File: src/hdl/mrdr_pkg.sv
package mrdr_pkg;

  localparam int SIZE_BITS  = 17;
  localparam int PROD_BITS  = 18;
  localparam int RADIX_BITS = 4;
  localparam int CNT_BITS   = 5;
  localparam int CFG_BITS   = 2;
  localparam int COUNT_BITS = 4;
  localparam int LIST_BITS  = 64;

  // running products saturate here; any real size is below it
  localparam logic [PROD_BITS-1:0] PROD_SAT = {PROD_BITS{1'b1}};

  localparam logic [CFG_BITS-1:0] CFG_SIZE  = 2'd0;
  localparam logic [CFG_BITS-1:0] CFG_COUNT = 2'd1;
  localparam logic [CFG_BITS-1:0] CFG_RADIX = 2'd2;

  localparam logic [1:0] ST_OK       = 2'd0;
  localparam logic [1:0] ST_MISMATCH = 2'd1;
  localparam logic [1:0] ST_RANGE    = 2'd2;

  typedef struct packed {
    logic [SIZE_BITS-1:0] rem;
    logic [SIZE_BITS-1:0] acc;
    logic [1:0]           status;
  } mrdr_item_t;

  typedef struct packed {
    logic busy;
    logic mismatch;
  } mrdr_cfg_stat_t;

  function automatic logic [PROD_BITS-1:0] sat_mul(input logic [PROD_BITS-1:0] a,
                                                   input logic [RADIX_BITS-1:0] r);
    logic [PROD_BITS+RADIX_BITS-1:0] p;
    p = (PROD_BITS+RADIX_BITS)'(a) * (PROD_BITS+RADIX_BITS)'(r);
    if (p > (PROD_BITS+RADIX_BITS)'(PROD_SAT)) begin
      return PROD_SAT;
    end
    return p[PROD_BITS-1:0];
  endfunction

endpackage

File: src/hdl/mrdr_cfg.sv
module mrdr_cfg import mrdr_pkg::*; #(
  parameter int MAX_STAGES = 15
) (
  input  logic                  clk,
  input  logic                  rst,
  input  logic                  wr,
  input  logic [CFG_BITS-1:0]   wr_index,
  input  logic [LIST_BITS-1:0]  wr_data,
  output logic [SIZE_BITS-1:0]  size,
  output mrdr_cfg_stat_t        stat,
  output logic [PROD_BITS-1:0]  w_tab [0:MAX_STAGES-1],
  output logic [PROD_BITS-1:0]  v_tab [0:MAX_STAGES-1],
  output logic [MAX_STAGES-1:0] stage_on
);

  localparam int TW = $clog2(MAX_STAGES + 1);
  localparam int SW = (MAX_STAGES > 1) ? $clog2(MAX_STAGES) : 1;

  typedef enum logic [1:0] {SEQ_FWD, SEQ_BWD, SEQ_DONE} seq_state_t;

  seq_state_t             state;
  logic [TW-1:0]          step;
  logic [PROD_BITS-1:0]   run;
  logic [PROD_BITS-1:0]   prod_next;
  logic [COUNT_BITS-1:0]  count_q;
  logic [LIST_BITS-1:0]   radix_q;
  logic [LIST_BITS-1:0]   radix_shift;
  logic [CNT_BITS-1:0]    cnt_eff;
  logic                   in_use;
  logic [PROD_BITS-1:0]   w_q [1:MAX_STAGES];
  logic [PROD_BITS-1:0]   v_q [0:MAX_STAGES-1];

  assign cnt_eff = (CNT_BITS'(count_q) > CNT_BITS'(MAX_STAGES)) ? CNT_BITS'(MAX_STAGES)
                                                               : CNT_BITS'(count_q);
  assign radix_shift = radix_q >> {step, 2'b00};
  assign in_use      = CNT_BITS'(step) < cnt_eff;
  assign prod_next   = in_use ? sat_mul(run, radix_shift[RADIX_BITS-1:0]) : run;

  // forward sweep builds the digit weights, backward sweep the reversed weights
  always_ff @(posedge clk) begin
    if (rst) begin
      size    <= SIZE_BITS'(1);
      count_q <= COUNT_BITS'(1);
      radix_q <= LIST_BITS'(1);
      state   <= SEQ_FWD;
      step    <= '0;
      run     <= PROD_BITS'(1);
    end else if (wr) begin
      case (wr_index)
        CFG_SIZE:  size    <= wr_data[SIZE_BITS-1:0];
        CFG_COUNT: count_q <= wr_data[COUNT_BITS-1:0];
        CFG_RADIX: radix_q <= wr_data;
        default: ;
      endcase
      state <= SEQ_FWD;
      step  <= '0;
      run   <= PROD_BITS'(1);
    end else begin
      case (state)
        SEQ_FWD: begin
          w_q[TW'(step + TW'(1))] <= prod_next;
          if (step == TW'(MAX_STAGES - 1)) begin
            state <= SEQ_BWD;
            run   <= PROD_BITS'(1);
          end else begin
            step <= step + TW'(1);
            run  <= prod_next;
          end
        end
        SEQ_BWD: begin
          v_q[SW'(step)] <= run;
          run            <= prod_next;
          if (step == '0) begin
            state <= SEQ_DONE;
          end else begin
            step <= step - TW'(1);
          end
        end
        SEQ_DONE: ;
        default: state <= SEQ_DONE;
      endcase
    end
  end

  always_comb begin
    w_tab[0] = PROD_BITS'(1);
    for (int i = 1; i < MAX_STAGES; i++) begin
      w_tab[i] = w_q[i];
    end
    for (int i = 0; i < MAX_STAGES; i++) begin
      v_tab[i]    = v_q[i];
      stage_on[i] = CNT_BITS'(i) < cnt_eff;
    end
  end

  assign stat.busy     = state != SEQ_DONE;
  assign stat.mismatch = w_q[MAX_STAGES] != {1'b0, size};

  a_wr_starts_sweep: assert property (@(posedge clk) disable iff (rst)
    wr |=> stat.busy)
    else $error("config write did not restart the weight sweep");

  a_sweep_ends_at_zero: assert property (@(posedge clk) disable iff (rst)
    $fell(stat.busy) |-> $past(state) == SEQ_BWD && $past(step) == '0)
    else $error("weight sweep ended early");

endmodule

File: config.mk
export PLATFORM = sky130hd
export DESIGN_NAME = mrdr_cfg
export DESIGN_NICKNAME = d
export VERILOG_FILES = /design/src/hdl/mrdr_pkg.sv /design/src/hdl/mrdr_cfg.sv
export SDC_FILE = /design/constraint.sdc
export NUM_CORES = 1
export LEC_CHECK = 0
export BUFFER_PORTS_ARGS = -buffer_cell sky130_fd_sc_hd__buf_2
export CAP_MARGIN = 40
export CORE_AREA = 2 2 250 252
export DETAILED_ROUTE_END_ITERATION = 6
export DIE_AREA = 0 0 252 254
export PLACE_DENSITY = 0.67
export SLEW_MARGIN = 30
export SYNTH_ARGS = -nofsm -noshare
export SYNTH_HDL_FRONTEND = slang
export SYNTH_SLANG_ARGS = --single-unit
File: constraint.sdc
create_clock -name clk -period 7.8 [get_ports clk]
set_input_delay 1.56 -clock clk [delete_from_list [all_inputs] [get_ports clk]]
set_output_delay 1.56 -clock clk [all_outputs]
set_load 0.01 [all_outputs]
# Word level (Yosys, flattened, before mapping)

Memory sizes are Yosys's and may differ from the RTL's.
Index checks and enable logic that the tools add are counted.

Add/subtract/negate cells: 2
Multiply operators: 1
$lt $le $gt $ge: 17
Equal/unequal tests: 11
Shift operators: 1
Muxes and demuxes: 20
Bitwise operators: 1
Reductions and logical operators: 10

Operator list:

| operator                                                  | count |
|---|---|
| 2-to-1 mux 18 bit                                         | 4 |
| >> shifter 64 x 6 -> 4 bit                                | 1 |
| case mux 18 bit (2 select lines)                          | 1 |
| less-than comparator 4 bit, first input constant          | 7 |
| > comparator 22 x 18 -> 1 bit, second input constant      | 1 |
| multiplier 18 x 4 -> 22 bit                               | 1 |
| inequality test 18 x 17 -> 1 bit                          | 1 |
| less-than comparator 3 x 4 -> 1 bit, first input constant | 4 |
| inequality test 2 bit, second input constant              | 5 |
| 2-to-1 mux 1 bit                                          | 9 |
| less-than comparator 1 x 4 -> 1 bit, first input constant | 2 |
| less-than comparator 2 x 4 -> 1 bit, first input constant | 2 |
| 2-to-1 mux 4 bit                                          | 2 |
| case mux 4 bit (2 select lines)                           | 1 |
| case mux 2 bit (3 select lines)                           | 1 |
| AND reduction 2 bit                                       | 3 |
| AND reduction 3 bit                                       | 2 |
| adder 4 x 1 -> 4 bit, second input constant               | 1 |
| equality test 2 x 1 -> 1 bit, second input constant       | 2 |
| equality test 2 bit, second input constant                | 2 |
| equality test 4 bit, second input constant                | 1 |
| logical NOT 2 bit                                         | 2 |
| logical NOT 4 bit                                         | 1 |
| less-than comparator 4 bit                                | 1 |
| 5 further kinds                                           | 6 |

Bits in registers: 109
Bits in writable memories: 540
Input bits: 69
Word-level logic and storage cells: 71
Memories kept: 2

Memory list:

| memory | depth | bits a word | rd ports | clocked after memory_dff | wr ports | line           | source |
|---|---|---|---|---|---|---|---|
| v_q    | 15    | 18          | 15       | 0                        | 1        | mrdr_cfg.sv:31 | `logic [PROD_BITS-1:0] v_q [0:MAX_STAGES-1];` |
| w_q    | 15    | 18          | 15       | 0                        | 1        | mrdr_cfg.sv:30 | `logic [PROD_BITS-1:0] w_q [1:MAX_STAGES];` |

# Logic depth before layout (Yosys ltp)

Depth after elaboration: 8
Mapped depth: 20

# Least setup slack after synthesis

No wires, ideal clock.

Path kind: reg-to-reg
Start: register step[0]
End: memory w_q[10][17] (data pin)
Library setup time: 0.380 ns
Data arrival time: 5.914 ns
Data required time: 7.420 ns
Slack: 1.507 ns
Stages on the path, launching flop included: 21
Buffers on the path: 5
Clock period less this slack: 6.293 ns
Path through: dfxtp_1 > buf_4 > buf_2 > mux4_2 > mux4_2 > clkbuf_1 > and2_1 > fa_1 > inv_1 > fa_1 > inv_1 > ha_1 > buf_2 > nand4_1 > or4_1 > a21oi_2 > a211oi_2 > xnor2_1 > nor4_4 > buf_6 > a41oi_1

Longest elaborated chain between the ends: 6
Elaborated cells between the ends (all ways): 7
Those cells by class: 1 x mul; 2 x order compare; 1 x shift; 3 x mux

Ends and longest elaborated chain:

| what                          | line           | source |
|---|---|---|
| start: declaration            | mrdr_cfg.sv:22 | `logic [TW-1:0] step;` |
| start signal: assignment      | mrdr_cfg.sv:66 | `step <= step + TW'(1);` |
| start signal: assignment      | mrdr_cfg.sv:76 | `step <= step - TW'(1);` |
| >> shifter 64 x 6 -> 4 bit    | mrdr_cfg.sv:35 | `assign radix_shift = radix_q >> {step, 2'b00};` |
| multiplier 18 x 4 -> 22 bit   | mrdr_pkg.sv:36 | `p = (PROD_BITS+RADIX_BITS)'(a) * (PROD_BITS+RADIX_BITS)'(r);` |
| > comparator 22 x 18 -> 1 bit | mrdr_pkg.sv:37 | `if (p > (PROD_BITS+RADIX_BITS)'(PROD_SAT)) begin` |
| 2-to-1 mux 1 bit              | mrdr_pkg.sv:37 |  |
| 2-to-1 mux 18 bit             | mrdr_pkg.sv:40 | `return p[PROD_BITS-1:0];` |
| 2-to-1 mux 18 bit (*)         | mrdr_cfg.sv:37 | `assign prod_next = in_use ? sat_mul(run, radix_shift[RADIX_BITS-1:0]) : run;` |
| via prod_next[17]             | mrdr_cfg.sv:24 | `logic [PROD_BITS-1:0] prod_next;` |
| end: declaration              | mrdr_cfg.sv:30 |  |

Mark *: on every way through the listed nets, which the timed path passes. The rest lies on a longest branch.

# Worst setup path in the final report

Start: register step[0]
End: memory w_q[4][8] (data pin)

Same word-level chain as after synthesis.

==> results.cfg <==
[synthesis]
synthArstFlopShare = 0
synthFlopType = edfxtp_1
synth_edf_count = 540
yosysWarnings = 0
yosysUniqueCellTypes = 63
avgSynthCellArea_um2 = 15.5
synth_area_mm2 = 0.0242
syn_inst = 1559
yosysSeqAreaShare = 0.759
ys_seq_elements = 649

[final_layout]
areaGrowthSynthToFinish_pct = 28.2
final_layout_size_suffix_gt1_frac = 0.375
nFillCells = 5098
post-route-util = 0.507
layout.cells.non_filler = 3095
fin_nets = 2388

[global_routing]
grt_max_degree = 87
antenna_found_initial = 4
grt.overflow.total = 0
first_global_vias = 15600
grtUsageTotal = 0.225
grt_pass1_wl_mm = 104

[detailed_routing]
first_iter_violations = 1299
via_count = 15800
drc = 0
wire_per_inst_um = 24.0
vias_per_cell = 5.12
drt-total-wl_mm = 74.4
ant_nets = 0
firstDrtPassIters = 5

[setup_path]
worstSetupPathType = flop to flop
required_ns = 8.17
cp_max_fo = 36
cp-start-kind = flop
end_kind = flop
crit_arrival_ns = 7.22

[timing]
setup_viol = 0
min_period_ns = 6.85
fin_skew_ns = 0.0636
worst_pin_slew_ns = 0.859
max_freq_ghz = 0.146
rsz0062_at_grt = false
period_share = 0.878
hold_viol = 0
relSlewSlack = 0.427
drv_slew = 0
tns_ns = 0

[worst_hold_path]
hp-class = flop to flop

[die]
num_io_pins = 643
die_h_um = 254
core_mm2 = 0.0613
fp.dieArea_mm2 = 0.0640
rows = 91
die_x_um = 252
initial_core_util = 0.396

[power]
p_per_area_mw_per_mm2 = 237
switching_power_mw = 1.64
sw_frac_of_total = 0.222
combPwrFrac = 0.040
p_leak_nw = 13.0
ir_drop_v = 0.000198
pwr-share-clk = 0.443
intPower_mw = 5.74
p_seq_frac = 0.517

[clock_network]
postCtsSetupBuffers = 0
postCtsHoldBufs = 0
clock-root-buffer = clkbuf_16
cts.repair.resized = 0
insertion_delay_ns = 0.63
clk_pin_slew_worst_paths_ns = 0.06
tritoncts = done
max-clock-path-buffers = 3
htreeDepth = 3
numCtsBuffers = 68
cts.sinks = 649

[outcome]
outcome = complete, no violations

[job]
cap_violations = 0

[placement]
routabilityCongestion = 0.879
dp_cells = 2968
place.port_buffers = 624
place_hpwl_mm = 52.3
[state kept, by name (all words and copies together), names as in the netlist]
name     flops
count_q      4
radix_q     64
run         18
size        17
state        2
step         4
v_q        270
w_q        270
[cell usage in the layout (no fill, tap or decap), types with 6 or more instances in the layout]
master       n
a21oi_1    130
a31oi_1      7
a41oi_1     11
a41oi_2     15
and2_1      51
buf_2      624
buf_4       45
buf_6       14
bufinv_16    6
clkbuf_1     7
clkbuf_16   68
clkinv_1    10
clkinv_2    13
conb_1      18
dfxtp_1    109
edfxtp_1   540
fa_1        32
ha_1        36
inv_1       73
mux4_2      20
nand2_1    233
nand2b_1     6
nor2_1      53
nor2_2       6
nor2_4      12
nor3_1       6
o21a_1       7
o21ai_0     20
xnor2_1     14
xor2_1      20
[layer usage]
layer  GRT usage  vias up  share of wire
met5           0        -              0
met4       0.103        0          0.041
met3      0.0549      158          0.086
met2       0.371      855           0.49
met1       0.281     7816           0.38
li1            -     7002              -
[power groups by stage]
stage / clock (mW) / sequential (mW) / combinational [mW]
finish: 3.26 / 3.81 / 0.298
global route: 3.45 / 3.81 / 0.318
CTS: 3.32 / 3.81 / 0.291
detailed placement: 0 / 3.89 / 0.289
global placement: 0 / 3.89 / 0.264
floorplan: 0 / 3.89 / 0.137
[cells by family after synthesis]
kind of cell / Yosys count / share of synthesized area
AO/OA/AOI/OAI: 223 / 0.0585
XOR/XNOR: 34 / 0.0123
adder cells (fa/ha/maj): 68 / 0.0450
buffers and inverters: 151 / 0.0291
flip-flops: 649 / 0.759
multiplexers: 24 / 0.0202
other: 2 / 0.000310
AND/OR/NAND/NOR: 408 / 0.0754
[layout make-up]
cell class                 count  area (um^2)  share of cell area
sequential                   649        18400               0.592
antenna                        1         2.50           0.0000806
tap                          790          988              0.0318
clock buffer                  76         1740              0.0561
inverter                      73          274             0.00882
timing repair buffer         684         3630               0.117
clock inverter                47          553              0.0178
multi-input combinational    775         5470               0.176
[path summary, 6_finish.rpt]
path | start | end | slack [ns] | cells after the start
max | step[0] | w_q[4][8] | 0.95 | 18
min | radix_q[28] | radix_q[28] | 0.46 | 2
max reg2reg | step[0] | w_q[4][8] | 0.95 | 18
min reg2reg | radix_q[28] | radix_q[28] | 0.46 | 2
[Yosys cell counts (2+ instances only)]
cell | count | area share
a211oi_1 | 3 | 0.00093
a22oi_1 | 2 | 0.00062
edfxtp_1 | 540 | 0.67
o21ai_0 | 20 | 0.0041
xnor2_1 | 14 | 0.0051
inv_1 | 73 | 0.011
dfxtp_1 | 109 | 0.090
mux4_2 | 20 | 0.019
nand2_1 | 233 | 0.036
buf_2 | 6 | 0.0012
nor2b_1 | 2 | 0.00052
buf_1 | 2 | 0.00031
conb_1 | 2 | 0.00031
a32oi_1 | 2 | 0.00072
or4_1 | 2 | 0.00062
nor3_1 | 10 | 0.0021
a41oi_1 | 22 | 0.0080
nand3_1 | 3 | 0.00062
dlygate4sd1_1 | 2 | 0.00072
or2_2 | 2 | 0.00052
clkbuf_1 | 42 | 0.0065
a211o_1 | 2 | 0.00072
xor2_1 | 20 | 0.0072
o21a_1 | 7 | 0.0022
buf_6 | 6 | 0.0028
nand3b_1 | 3 | 0.00093
mux2i_1 | 4 | 0.0017
fa_1 | 32 | 0.026
a41oi_2 | 7 | 0.0047
nor3b_1 | 2 | 0.00062
o211a_1 | 2 | 0.00083
nor2_1 | 71 | 0.011
and3_1 | 2 | 0.00052
ha_1 | 36 | 0.019
nor4_1 | 4 | 0.0010
nand2b_1 | 6 | 0.0015
and2_1 | 51 | 0.013
a21o_1 | 4 | 0.0012
a21oi_1 | 130 | 0.027
a31oi_1 | 9 | 0.0023
o31ai_1 | 3 | 0.00093
or3_1 | 3 | 0.00077
buf_4 | 20 | 0.0062
nand4_1 | 5 | 0.0013
[critical path: stages (launching register included)]
cell and delay [ns]:
dfxtp_1 0.48, buf_4 0.37, mux4_2 0.55, mux4_2 0.65, and2_1 0.25, fa_1 0.54
inv_1 0.05, fa_1 0.52, inv_1 0.04, ha_1 0.42, nand4_1 0.21, or4_1 0.61
a21oi_2 0.15, a211oi_2 0.06, xnor2_1 0.17, nor4_4 0.25, buf_4 0.49, a41oi_2 0.45
buf_6 0.31
[metrics by stage]
stage	hold WS (ns)	setup slack, ns	area (um^2)	power [mW]
final	0.458	0.948	31100	7.37
after global routing	0.475	0.630	31100	7.58
after CTS	0.457	0.855	31000	7.43
after detailed placement	0.448	0.825	28700	4.18
after global placement	0.445	0.970	28500	4.15
after floorplan	0.433	1.51	24300	4.03
Note: power is estimated with default switching activity, not from simulation.
