<file path="config.mk">
export PLATFORM = sky130hd
export DESIGN_NAME = mrdr_stage
export DESIGN_NICKNAME = d
export VERILOG_FILES = /design/src/hdl/mrdr_pkg.sv /design/src/hdl/mrdr_stage.sv
export SDC_FILE = /design/constraint.sdc
export NUM_CORES = 1
export LEC_CHECK = 0
export BUFFER_PORTS_ARGS = -buffer_cell sky130_fd_sc_hd__buf_2
export CAP_MARGIN = 20
export CORE_ASPECT_RATIO = 1.25
export CORE_UTILIZATION = 54
export CTS_CLUSTER_DIAMETER = 100
export DETAILED_ROUTE_END_ITERATION = 10
export MAX_ROUTING_LAYER = met4
export PLACE_DENSITY_LB_ADDON = 0.3
export SLEW_MARGIN = 5
export SYNTH_ARGS = -nofsm -noshare
export SYNTH_HDL_FRONTEND = slang
export SYNTH_SLANG_ARGS = --single-unit
</file>
<file path="constraint.sdc">
create_clock -name clk -period 12.8 [get_ports clk]
set_input_delay 1.28 -clock clk [delete_from_list [all_inputs] [get_ports clk]]
set_output_delay 1.28 -clock clk [all_outputs]
set_load 0.03 [all_outputs]
</file>
<file path="src/hdl/mrdr_pkg.sv">
package mrdr_pkg;

  localparam int SIZE_BITS  = 17;
  localparam int PROD_BITS  = 18;
  localparam int RADIX_BITS = 4;
  localparam int CNT_BITS   = 5;
  localparam int CFG_BITS   = 2;
  localparam int COUNT_BITS = 4;
  localparam int LIST_BITS  = 64;

  // running products saturate here; any real size is below it
  localparam logic [PROD_BITS-1:0] PROD_SAT = {PROD_BITS{1'b1}};

  localparam logic [CFG_BITS-1:0] CFG_SIZE  = 2'd0;
  localparam logic [CFG_BITS-1:0] CFG_COUNT = 2'd1;
  localparam logic [CFG_BITS-1:0] CFG_RADIX = 2'd2;

  localparam logic [1:0] ST_OK       = 2'd0;
  localparam logic [1:0] ST_MISMATCH = 2'd1;
  localparam logic [1:0] ST_RANGE    = 2'd2;

  typedef struct packed {
    logic [SIZE_BITS-1:0] rem;
    logic [SIZE_BITS-1:0] acc;
    logic [1:0]           status;
  } mrdr_item_t;

  typedef struct packed {
    logic busy;
    logic mismatch;
  } mrdr_cfg_stat_t;

  function automatic logic [PROD_BITS-1:0] sat_mul(input logic [PROD_BITS-1:0] a,
                                                   input logic [RADIX_BITS-1:0] r);
    logic [PROD_BITS+RADIX_BITS-1:0] p;
    p = (PROD_BITS+RADIX_BITS)'(a) * (PROD_BITS+RADIX_BITS)'(r);
    if (p > (PROD_BITS+RADIX_BITS)'(PROD_SAT)) begin
      return PROD_SAT;
    end
    return p[PROD_BITS-1:0];
  endfunction

endpackage

</file>
<file path="src/hdl/mrdr_stage.sv">
module mrdr_stage import mrdr_pkg::*; (
  input  logic                 clk,
  input  logic                 rst,
  input  logic                 load,
  input  logic                 in_valid,
  input  mrdr_item_t           in_item,
  input  logic [PROD_BITS-1:0] weight,
  input  logic [PROD_BITS-1:0] scale,
  input  logic                 active,
  output logic                 out_valid,
  output mrdr_item_t           out_item
);

  localparam int CW = PROD_BITS + 3;

  logic [SIZE_BITS-1:0]  rem;
  logic [RADIX_BITS-1:0] digit;
  logic [CW-1:0]         shifted;
  logic [PROD_BITS+RADIX_BITS-1:0] term;
  mrdr_item_t            item_next;

  // restoring division of the remainder by the stage weight, one digit bit per step
  always_comb begin
    rem   = in_item.rem;
    digit = '0;
    for (int b = RADIX_BITS - 1; b >= 0; b--) begin
      shifted = CW'(weight) << b;
      if (CW'(rem) >= shifted) begin
        rem      = rem - shifted[SIZE_BITS-1:0];
        digit[b] = 1'b1;
      end
    end
    term = (PROD_BITS+RADIX_BITS)'(digit) * (PROD_BITS+RADIX_BITS)'(scale);
    item_next = in_item;
    if (active) begin
      item_next.rem = rem;
      item_next.acc = in_item.acc + term[SIZE_BITS-1:0];
    end
  end

  always_ff @(posedge clk) begin
    if (rst) begin
      out_valid <= 1'b0;
    end else if (load) begin
      out_valid <= in_valid;
    end
  end

  always_ff @(posedge clk) begin
    if (load) begin
      out_item <= item_next;
    end
  end

endmodule

</file>
# Yosys cells after proc, flatten, opt, wreduce, memory -nomap -nowiden

Index checks and enable logic that the tools add are counted.

Memories: 0
Register bits: 37
Output and inout port bits: 37
Bits in writable memories: 0
Latch bits: 0
Word-level logic and storage cells: 23
Bits of input ports: 77
Bits in read-only memories: 0

Reductions and logical operators: 0
$add $sub $neg: 5
Muxes and demuxes: 9
Magnitude comparators: 4
Eq/ne operators: 0
Shifts and indexed selects: 0
Multipliers: 1
Bitwise gates (word level): 0
Div/mod/pow operators: 0

Operator list:

| cell                                         | count |
|---|---|
| 2-to-1 mux 17 bit                            | 4 |
| subtractor 17 bit                            | 4 |
| 2-to-1 mux 34 bit                            | 1 |
| greater-or-equal comparator 17 x 21 -> 1 bit | 1 |
| greater-or-equal comparator 17 x 20 -> 1 bit | 1 |
| greater-or-equal comparator 17 x 19 -> 1 bit | 1 |
| greater-or-equal comparator 17 x 18 -> 1 bit | 1 |
| multiplier 4 x 18 -> 17 bit                  | 1 |
| adder 17 bit                                 | 1 |
| 2-to-1 mux 1 bit                             | 4 |

# Logic depth before layout (Yosys ltp)

Gate-level depths: netlist of the first run.

Depth in word-level cells: 11
Gate-level depth with buffers: 59
Depth with buffers taken out: 52

# Worst setup path before layout of the first run

No wires, ideal clock.

Path kind: input -> register
Start point: in weight[4]
End point: reg out_item[17] (netlist name) (data pin)
Required time: 12.530 ns
Stages on the path: 55
Path slack: -0.153 ns
Setup time: 0.270 ns
Data arrival time: 12.682 ns
Path buffers: 8
Cells stage by stage: inv_1 > ha_1 > nand2_1 > or4_1 > o31a_1 > o211ai_4 > buf_6 > mux2_2 > ha_1 > nor2b_1 > o21ai_0 > a21oi_1 > o211ai_2 > a311oi_2 > o21a_1 > buf_6 > clkbuf_1 > nor2_1 > [... 19 more ...] > buf_2 > buf_2 > buf_2 > nand2_1 > fa_1 > fa_1 > inv_1 > ha_1 > a21o_1 > a21oi_1 > o21ai_0 > a21oi_1 > o21ai_0 > a211oi_1 > o21ai_0 > a31oi_1 > xor2_1 > mux2i_1

RTL lines:

| element                | line             | text |
|---|---|---|
| start: declaration     | mrdr_stage.sv:7  | `input logic [PROD_BITS-1:0] weight,` |
| end signal: assignment | mrdr_stage.sv:51 | `out_item <= item_next;` |
| end: declaration       | mrdr_stage.sv:11 | `output mrdr_item_t out_item` |

==> results of run 1 <==
==> flip-flops by register name (all words and copies together) (netlist names) <==
register / cells
out_item: 36
out_valid: 1
==> cell families (layout without fill, tap and decap cells) <==
group,Yosys count,in the layout
AND/OR/NAND/NOR,253,253
AO/OA/AOI/OAI,228,228
adder cells (fa/ha/maj),127,127
buffers and inverters,106,385
XOR/XNOR,62,62
flip-flops,37,37
multiplexers,32,32
==> area by class of cell <==
class | count | share of cell area [%]
flip-flops and latches | 37 | 11.8
inverters | 86 | 3.47
repair buffers | 291 | 20.8
multi-input cells | 702 | 60.1
clock buffers | 8 | 1.47
well taps | 168 | 2.26
==> worst max-delay path, delay by kind of cell <==
family,cells,cell delay (ns)
muxes,3,1.05
AOI/OAI and AO/OA,25,4.78
adders and majority gates,7,2.57
and+or+nand+nor,8,1.21
xor gates and xnor gates,1,0.17
buffers and inverters,10,1.23
==> cell usage after synthesis, types with 3 or more instances <==
master      n  area (µm²)
buf_1       3        11.3
mux2i_1     9        90.1
o221ai_1    4        35.0
fa_1       45         901
nand3_1    20         100
nand2_1   103         387
mux2_2     21         236
o21ai_0    46         230
a211oi_1    9        67.6
o21ai_1     6        30.0
o21a_1     14         105
nor2_1     50         188
buf_2       5        25.0
edfxtp_1   36        1080
or4_1       4        30.0
or2_2       3        18.8
clkbuf_1    9        33.8
inv_1      86         323
nand3b_1    3        22.5
and2_1      9        56.3
nor3_1     20         100
o211ai_1    6        45.0
ha_1       82        1030
a21o_1     25         188
nand2b_1    9        56.3
a21oi_1    69         345
and3_1      6        37.5
o21bai_1    6        45.0
xor2_1     21         184
xnor2_1    40         350
nor2b_1     8        50.1
nor4_1      3        18.8
nand4_1    10        62.6
a31oi_1     6        37.5
o31ai_1     3        22.5
==> what timing repair did <==
| action | CTS | global route |
|---|---|---|
| setup endpoints to repair | 2 | 6 |
| buffers inserted | 4 | 5 |
| gates cloned | 0 | 0 |
| resized for setup | 5 | 18 |
| pin swaps | 2 | 10 |
| hold endpoints to repair | 0 | 0 |
==> metal layers <==
layer	share of wire, %	track usage, %	vias up
met3	4.0	2.46	60
met1	39	32.0	3370
li1	-	-	3559
met5	0	-	-
met2	52	59.3	238
met4	5.1	17.8	0
==> cell usage in the layout, fill, tap and decap left out, types with 3 or more instances in the layout <==
cell | synthesis | final
nor4_1 | 3 | 3
nor2b_1 | 8 | 8
mux2_2 | 21 | 21
ha_1 | 82 | 81
fa_1 | 45 | 45
a21oi_1 | 69 | 61
a31oi_1 | 6 | 6
clkbuf_1 | 9 | 3
o221ai_1 | 4 | 4
nand4_1 | 10 | 10
o21a_1 | 14 | 13
a21o_1 | 25 | 25
buf_2 | 5 | 112
o21ai_0 | 46 | 43
xnor2_1 | 40 | 40
o211ai_1 | 6 | 6
nand3b_1 | 3 | 3
xor2_1 | 21 | 21
nand2b_1 | 9 | 9
and2_1 | 9 | 9
a211oi_1 | 9 | 7
nor3_1 | 20 | 18
or4_1 | 4 | 4
o31ai_1 | 3 | 3
nor2_1 | 50 | 50
o21bai_1 | 6 | 6
inv_1 | 86 | 86
a21oi_2 | 2 | 10
clkbuf_16 | 0 | 5
or2_2 | 3 | 3
mux2i_1 | 9 | 8
buf_4 | 1 | 175
nand2_1 | 103 | 103
o21ai_1 | 6 | 8
and3_1 | 6 | 6
edfxtp_1 | 36 | 36
nand3_1 | 20 | 20
==> final timing paths <==
check | depth (start not counted) | endpoint
min reg2reg | 2 | out_valid
max | 54 | out_item[18]
min | 2 | out_valid
max reg2reg | 2 | out_valid
==> power breakdown <==
| part | switching [mW] | internal, mW |
|---|---|---|
| clock network | 0.0487 | 0.0725 |
| registers | 0.00452 | 0.156 |
| logic | 0.280 | 0.246 |
==> summary.md, run 1 <==
| Metric | Value |
|---|---|
| Synth warnings | `0` |
| Worst setup slack before clock tree synthesis | `-0.389 ns` |
| Inst Count DP | `1275` |
| Total power density per cell area | `around 87 nW/µm²` |
| Min-Delay Path Class | `reg2reg` |
| Mux share of post-synthesis cell area | `under 10%` |
| Global-route usage over all layers | `between 30% and 40%` |
| Area growth from synthesis to layout | `32.6%` |
| Final setup violation count | `0` |
| Async set-reset flop share out of synthesis | `0%` |
| Vias | `7227` |
| Max-Slew Margin vs Limit | `about two fifths` |
| Number of enable-type register cells in the synthesized netlist | `36` |
| Die boundary height | `roughly 130 µm` |
| Root buffer cell | `clkbuf_16` |
| Remaining antenna violation count | `0` |
| Vias in the first global route | `7326` |
| Leading register cell type out of synthesis | `edfxtp_1` |
| Synthesized netlist cell count | `845` |
| Number of antenna repair diodes | `0` |
| Horizontal extent of the die | `a little over 100 µm` |
| Ratio of routed vias to standard cells | `5.59` |
| DRC violation total after the first TritonRoute iteration | `roughly 430` |
| Clock tree from TritonCTS | `built` |
| Period utilisation layout | `~97%` |
| Total length of routed wires | `20200 µm` |
| Number of synthesized register bits | `37` |
| Nets | `1327` |
| Clock sink total | `37` |
| Smallest setup slack after layout | `between 0.4 and 0.5 ns` |
| Peak VDD IR | `around 0.052 mV` |
| Adder and majority cell fraction of the synthesized area | `between 20% and 30%` |
| Post-CTS clock slew at the launch and capture registers of the worst setup and hold paths | `~0.060 ns` |
| Area of the die | `roughly 13000 µm²` |
| Library cells used by synthesis | `slightly below 70` |
| Per-cell routed wire length | `15.6 µm` |
| Synth Cell Area | `7010 µm²` |
| Hold violation total from the final report | `0` |
| Mean area per synthesized cell | `just over 8 µm²` |
| Number of buffers added to fix hold violations after cts | `0` |
| Number of fillers in the final layout | `1007` |
| GR Overflow Total | `0` |
| Final cell utilization of the core | `around three quarters` |
| Fraction of final layout cells sized beyond drive strength 1 | `around 31%` |
| Worst Clk Skew | `0 ns` |
| Setup slack of the most critical reg-to-reg path | `about 12 ns` |
| Register Area | `1100 µm²` |
| Post-Layout Inst Area | `9300 µm²` |
| Number of max-slew violations in the final report | `0` |
| Synth Area in Simple Gates | `between 10% and 20%` |
| Status | `finished, final reports clean` |
| Startpoint of the worst register-to-register path | `out_valid` |
| Critical path required time | `between 10 and 15 ns` |
| Final Critical Period | `roughly 12 ns` |
| Max frequency | `about 81 MHz` |
| Clock buffers created by TritonCTS | `5` |
| Synthesized-area fraction occupied by ao, oa, aoi and oai cells | `a little over a fifth` |
| Final sum of negative setup slack | `0 ns` |
| Signal arrival time at the worst endpoint | `roughly 12 ns` |
| Worst Setup SP | `weight[4]` |
| Multi-input gate area | `between 5000 and 6000 µm²` |
| Largest driver fanout on the critical path | `7` |
| Share of the synthesized netlist area taken by xor and xnor gates | `7.94%` |
| Number of standard cells in the layout, taps in and fillers out | `approximately 1300` |
| Slew @ Worst Pin | `about 0.88 ns` |
| Max-cap check violation count | `0` |
| Remaining routing DRC violations | `0` |
| Area after detailed placement | `~9000 µm²` |
| Number of buffers inserted by port buffering | `112` |
| Min-Delay Startpoint | `out_valid` |
| Critical path's slowest cell | `or4_1` |
| First-pass iteration count of the detailed router | `5` |
| Category of the most critical setup path | `in2reg` |
| Area of the core | `~13000 µm²` |
| Post-synthesis net count | `1049` |
| Maximum number of pins on one net before global-route repair | `51` |
| Hold WS | `between 0.4 and 0.5 ns` |
| Worst path max stage delay | `a little over 0.5 ns` |
| Leakage | `4.41 nW` |
| Crit path capture type | `flop` |
| Last weighted congestion value of the routability-driven placer | `about 0.95` |
| Combinational family with the most area after synthesis | `adder cells` |
| CP Launch Type | `input pin` |
| HPWL after detailed placement | `16900 µm` |
| Post-synthesis sequential area ratio | `15.7%` |
| Number of cell rows | `46` |
| Global-route wire length before repair | `~33000 µm` |
| Clock Tree Buf Depth | `2` |
| Number of top-level pins | `roughly 110` |
| Starting density of the core | `roughly 55%` |
| Antenna violations before repair | `0` |
| Overall power after layout | `0.807 mW` |
| Worst skew pair latency | `between 0.2 and 0.3 ns` |
| H-tree level count | `2` |
No activity file was read; power rests on OpenSTA's default activity.
==> run 2: changes to the inputs <==
BUFFER_PORTS_ARGS = -buffer_cell sky130_fd_sc_hd__buf_4   (was -buffer_cell sky130_fd_sc_hd__buf_2)
CORE_MARGIN = 5   (was unset)
==> summary.md, run 2 (synthesis gave the netlist of run 1 again) <==
| Metric | Value |
|---|---|
| Vias | `7240 (+0.18%)` |
| Status | `finished, final reports clean` |
| Final Critical Period | `12.35 ns (-0.0140 ns)` |
| Final sum of negative setup slack | `0 ns (unchanged)` |
| Largest driver fanout on the critical path | `7 (unchanged)` |
| Area of the core | `12700 µm² (+0.45%)` |
| Ratio of routed vias to standard cells | `5.60 (+0.18%)` |
| Max-cap check violation count | `0 (unchanged)` |
| Starting density of the core | `55.1% (-0.25 points)` |
| Worst skew pair latency | `0.28 ns (about the same)` |
| Remaining routing DRC violations | `0 (unchanged)` |
| Maximum number of pins on one net before global-route repair | `51 (unchanged)` |
| Max frequency | `81.0 MHz (+0.11%)` |
| Max-Slew Margin vs Limit | `53.8% (+13 points)` |
| Area of the die | `15400 µm² (+14%)` |
| Horizontal extent of the die | `112 µm (+7.7%)` |
| Antenna violations before repair | `0 (unchanged)` |
| Hold violation total from the final report | `0 (unchanged)` |
| Leakage | `4.51 nW (+2.4%)` |
| GR Overflow Total | `0 (unchanged)` |
| Number of buffers inserted by port buffering | `112 (unchanged)` |
| Critical path required time | `12.82 ns (about the same)` |
| Clock buffers created by TritonCTS | `5 (unchanged)` |
| Min-Delay Startpoint | `out_valid` |
| Total length of routed wires | `21100 µm (+4.4%)` |
| Global-route usage over all layers | `27.9% (-3.4 points)` |
| Clock Tree Buf Depth | `2 (unchanged)` |
| Nets | `1327 (unchanged)` |
| Area growth from synthesis to layout | `37.2%` |
| CP dominant cell by count | `buf_4` |
| Fraction of final layout cells sized beyond drive strength 1 | `31.7% (+0.44 points)` |
| Signal arrival time at the worst endpoint | `12.37 ns (about the same)` |
| Min-Delay Path Class | `reg2reg` |
| Family with the most delay on the worst path | `compound AO/OA/AOI/OAI gates` |
| Post-CTS clock slew at the launch and capture registers of the worst setup and hold paths | `0.06 ns (about the same)` |
| Clock sink total | `37 (unchanged)` |
| Peak VDD IR | `0.0867 mV (+68%)` |
| Flip-flop count of the largest register, all copies and words added | `36 (unchanged)` |
| Register ranked first by flip-flop count | `out_item` |
| H-tree level count | `2 (unchanged)` |
| Setup slack of the most critical reg-to-reg path | `12.22 ns (about the same)` |
| DRC violation total after the first TritonRoute iteration | `363 (-16%)` |
| Critical path's slowest cell | `a2111oi_4` |
| Number of max-slew violations in the final report | `0 (unchanged)` |
| Root buffer cell | `clkbuf_16` |
| Global-route wire length before repair | `33800 µm (+3.8%)` |
| First-pass iteration count of the detailed router | `5 (unchanged)` |
| Worst Setup SP | `weight[13]` |
| Vias in the first global route | `7336 (+0.14%)` |
| Clock tree from TritonCTS | `built` |
| Crit path capture type | `flop` |
| Last weighted congestion value of the routability-driven placer | `0.950 (-0.33%)` |
| Startpoint of the worst register-to-register path | `out_valid` |
| Worst path max stage delay | `0.57 ns (+0.06 ns)` |
| Worst Clk Skew | `0 ns (unchanged)` |
| Number of top-level pins | `114 (unchanged)` |
| Largest registers | `out_item (36), out_valid (1)` |
| Die boundary height | `137 µm (+6.2%)` |
| Number of cell rows | `46 (unchanged)` |
| Category of the most critical setup path | `in2reg` |
| Remaining antenna violation count | `0 (unchanged)` |
| Overall power after layout | `0.869 mW (+7.7%)` |
| Slew @ Worst Pin | `0.690 ns (-0.191 ns)` |
| Number of antenna repair diodes | `0 (unchanged)` |
| Period utilisation layout | `96.5% (-0.11 points)` |
| Most frequent standard cell in the layout excluding fill and tap cells | `buf_4` |
| Crit path buf inv count | `9 (-1)` |
| CP Launch Type | `input pin` |
| Per-cell routed wire length | `16.3 µm (+4.4%)` |
| Total power density per cell area | `90.3 nW/µm² (+4.1%)` |
| Final setup violation count | `0 (unchanged)` |
| HPWL after detailed placement | `17700 µm (+4.9%)` |
| Top library cells by usage in the layout, fill and taps aside | `buf_4 (287), nand2_1 (103), inv_1 (86)` |
[run 2: changes by cell type in the layout (fill, tap and decap cells not counted), moves of 3 or more]
cell      previous run  this run
buf_4              175       287
buf_2              112         1
o21ai_0             43        38
o21ai_1              8        12
clkbuf_1             3         0
[run 2: cell type report]
type,count,area [µm²]
repair buffers,291,2190
flip-flops and latches,37,1100
fillers,942,3100
inverters,86,323
clock inverters,3,65.1
multi-input cells,702,5610
well taps,168,210
clock buffers,5,125
[run 2: worst reg2reg max path: cells and delay by family (launching register included)]
kind	cells	cell delay [ns]
flops	1	0.31
mux	1	0.12
simple gates	1	0.05
[run 2: what timing repair did]
item                                    in CTS  in global routing
cloned                                       0                  1
resized for setup                            5                 28
endpoints found under the setup margin       2                  9
buffers inserted                             1                 13
pin swaps                                    4                 19
hold buffers                                 0                  0
[run 2: metrics by stage]
step / instance area [µm²] / hold slack, ns / utilization (%) / std cells / setup WS, ns
floorplan: 7020 / 0.630 / - / 845 / 0.0905
global placement: 9220 / 0.472 / 72.4 / 1269 / -0.157
detailed placement: 9220 / 0.484 / 72.4 / 1269 / -0.337
CTS: 9430 / 0.500 / 74.2 / 1278 / 0.00227
global route: 9620 / 0.556 / 75.7 / 1292 / -0.0561
finish: 9620 / 0.496 / 75.7 / 1292 / 0.452
[run 2: worst paths after layout]
| kind | endpoint | cells past startpoint |
|---|---|---|
| setup / recovery | out_item[17] | 50 |
| hold / removal | out_valid | 2 |
| setup reg to reg | out_valid | 2 |
| hold reg to reg | out_valid | 2 |
[run 2: power by group]
group          internal (mW)  switching, mW
registers              0.156        0.00559
clock network          0.111         0.0504
logic                  0.265          0.282
total                  0.532          0.338
[run 2: metal layers]
layer / GRT usage (%) / wire length [µm] / vias up
met1: 29.6 / 7880 / 3439
met5: - / 0 / -
met4: 13.6 / 898 / 0
met2: 51.9 / 11300 / 200
met3: 2.86 / 999 / 54
li1: - / - / 3547
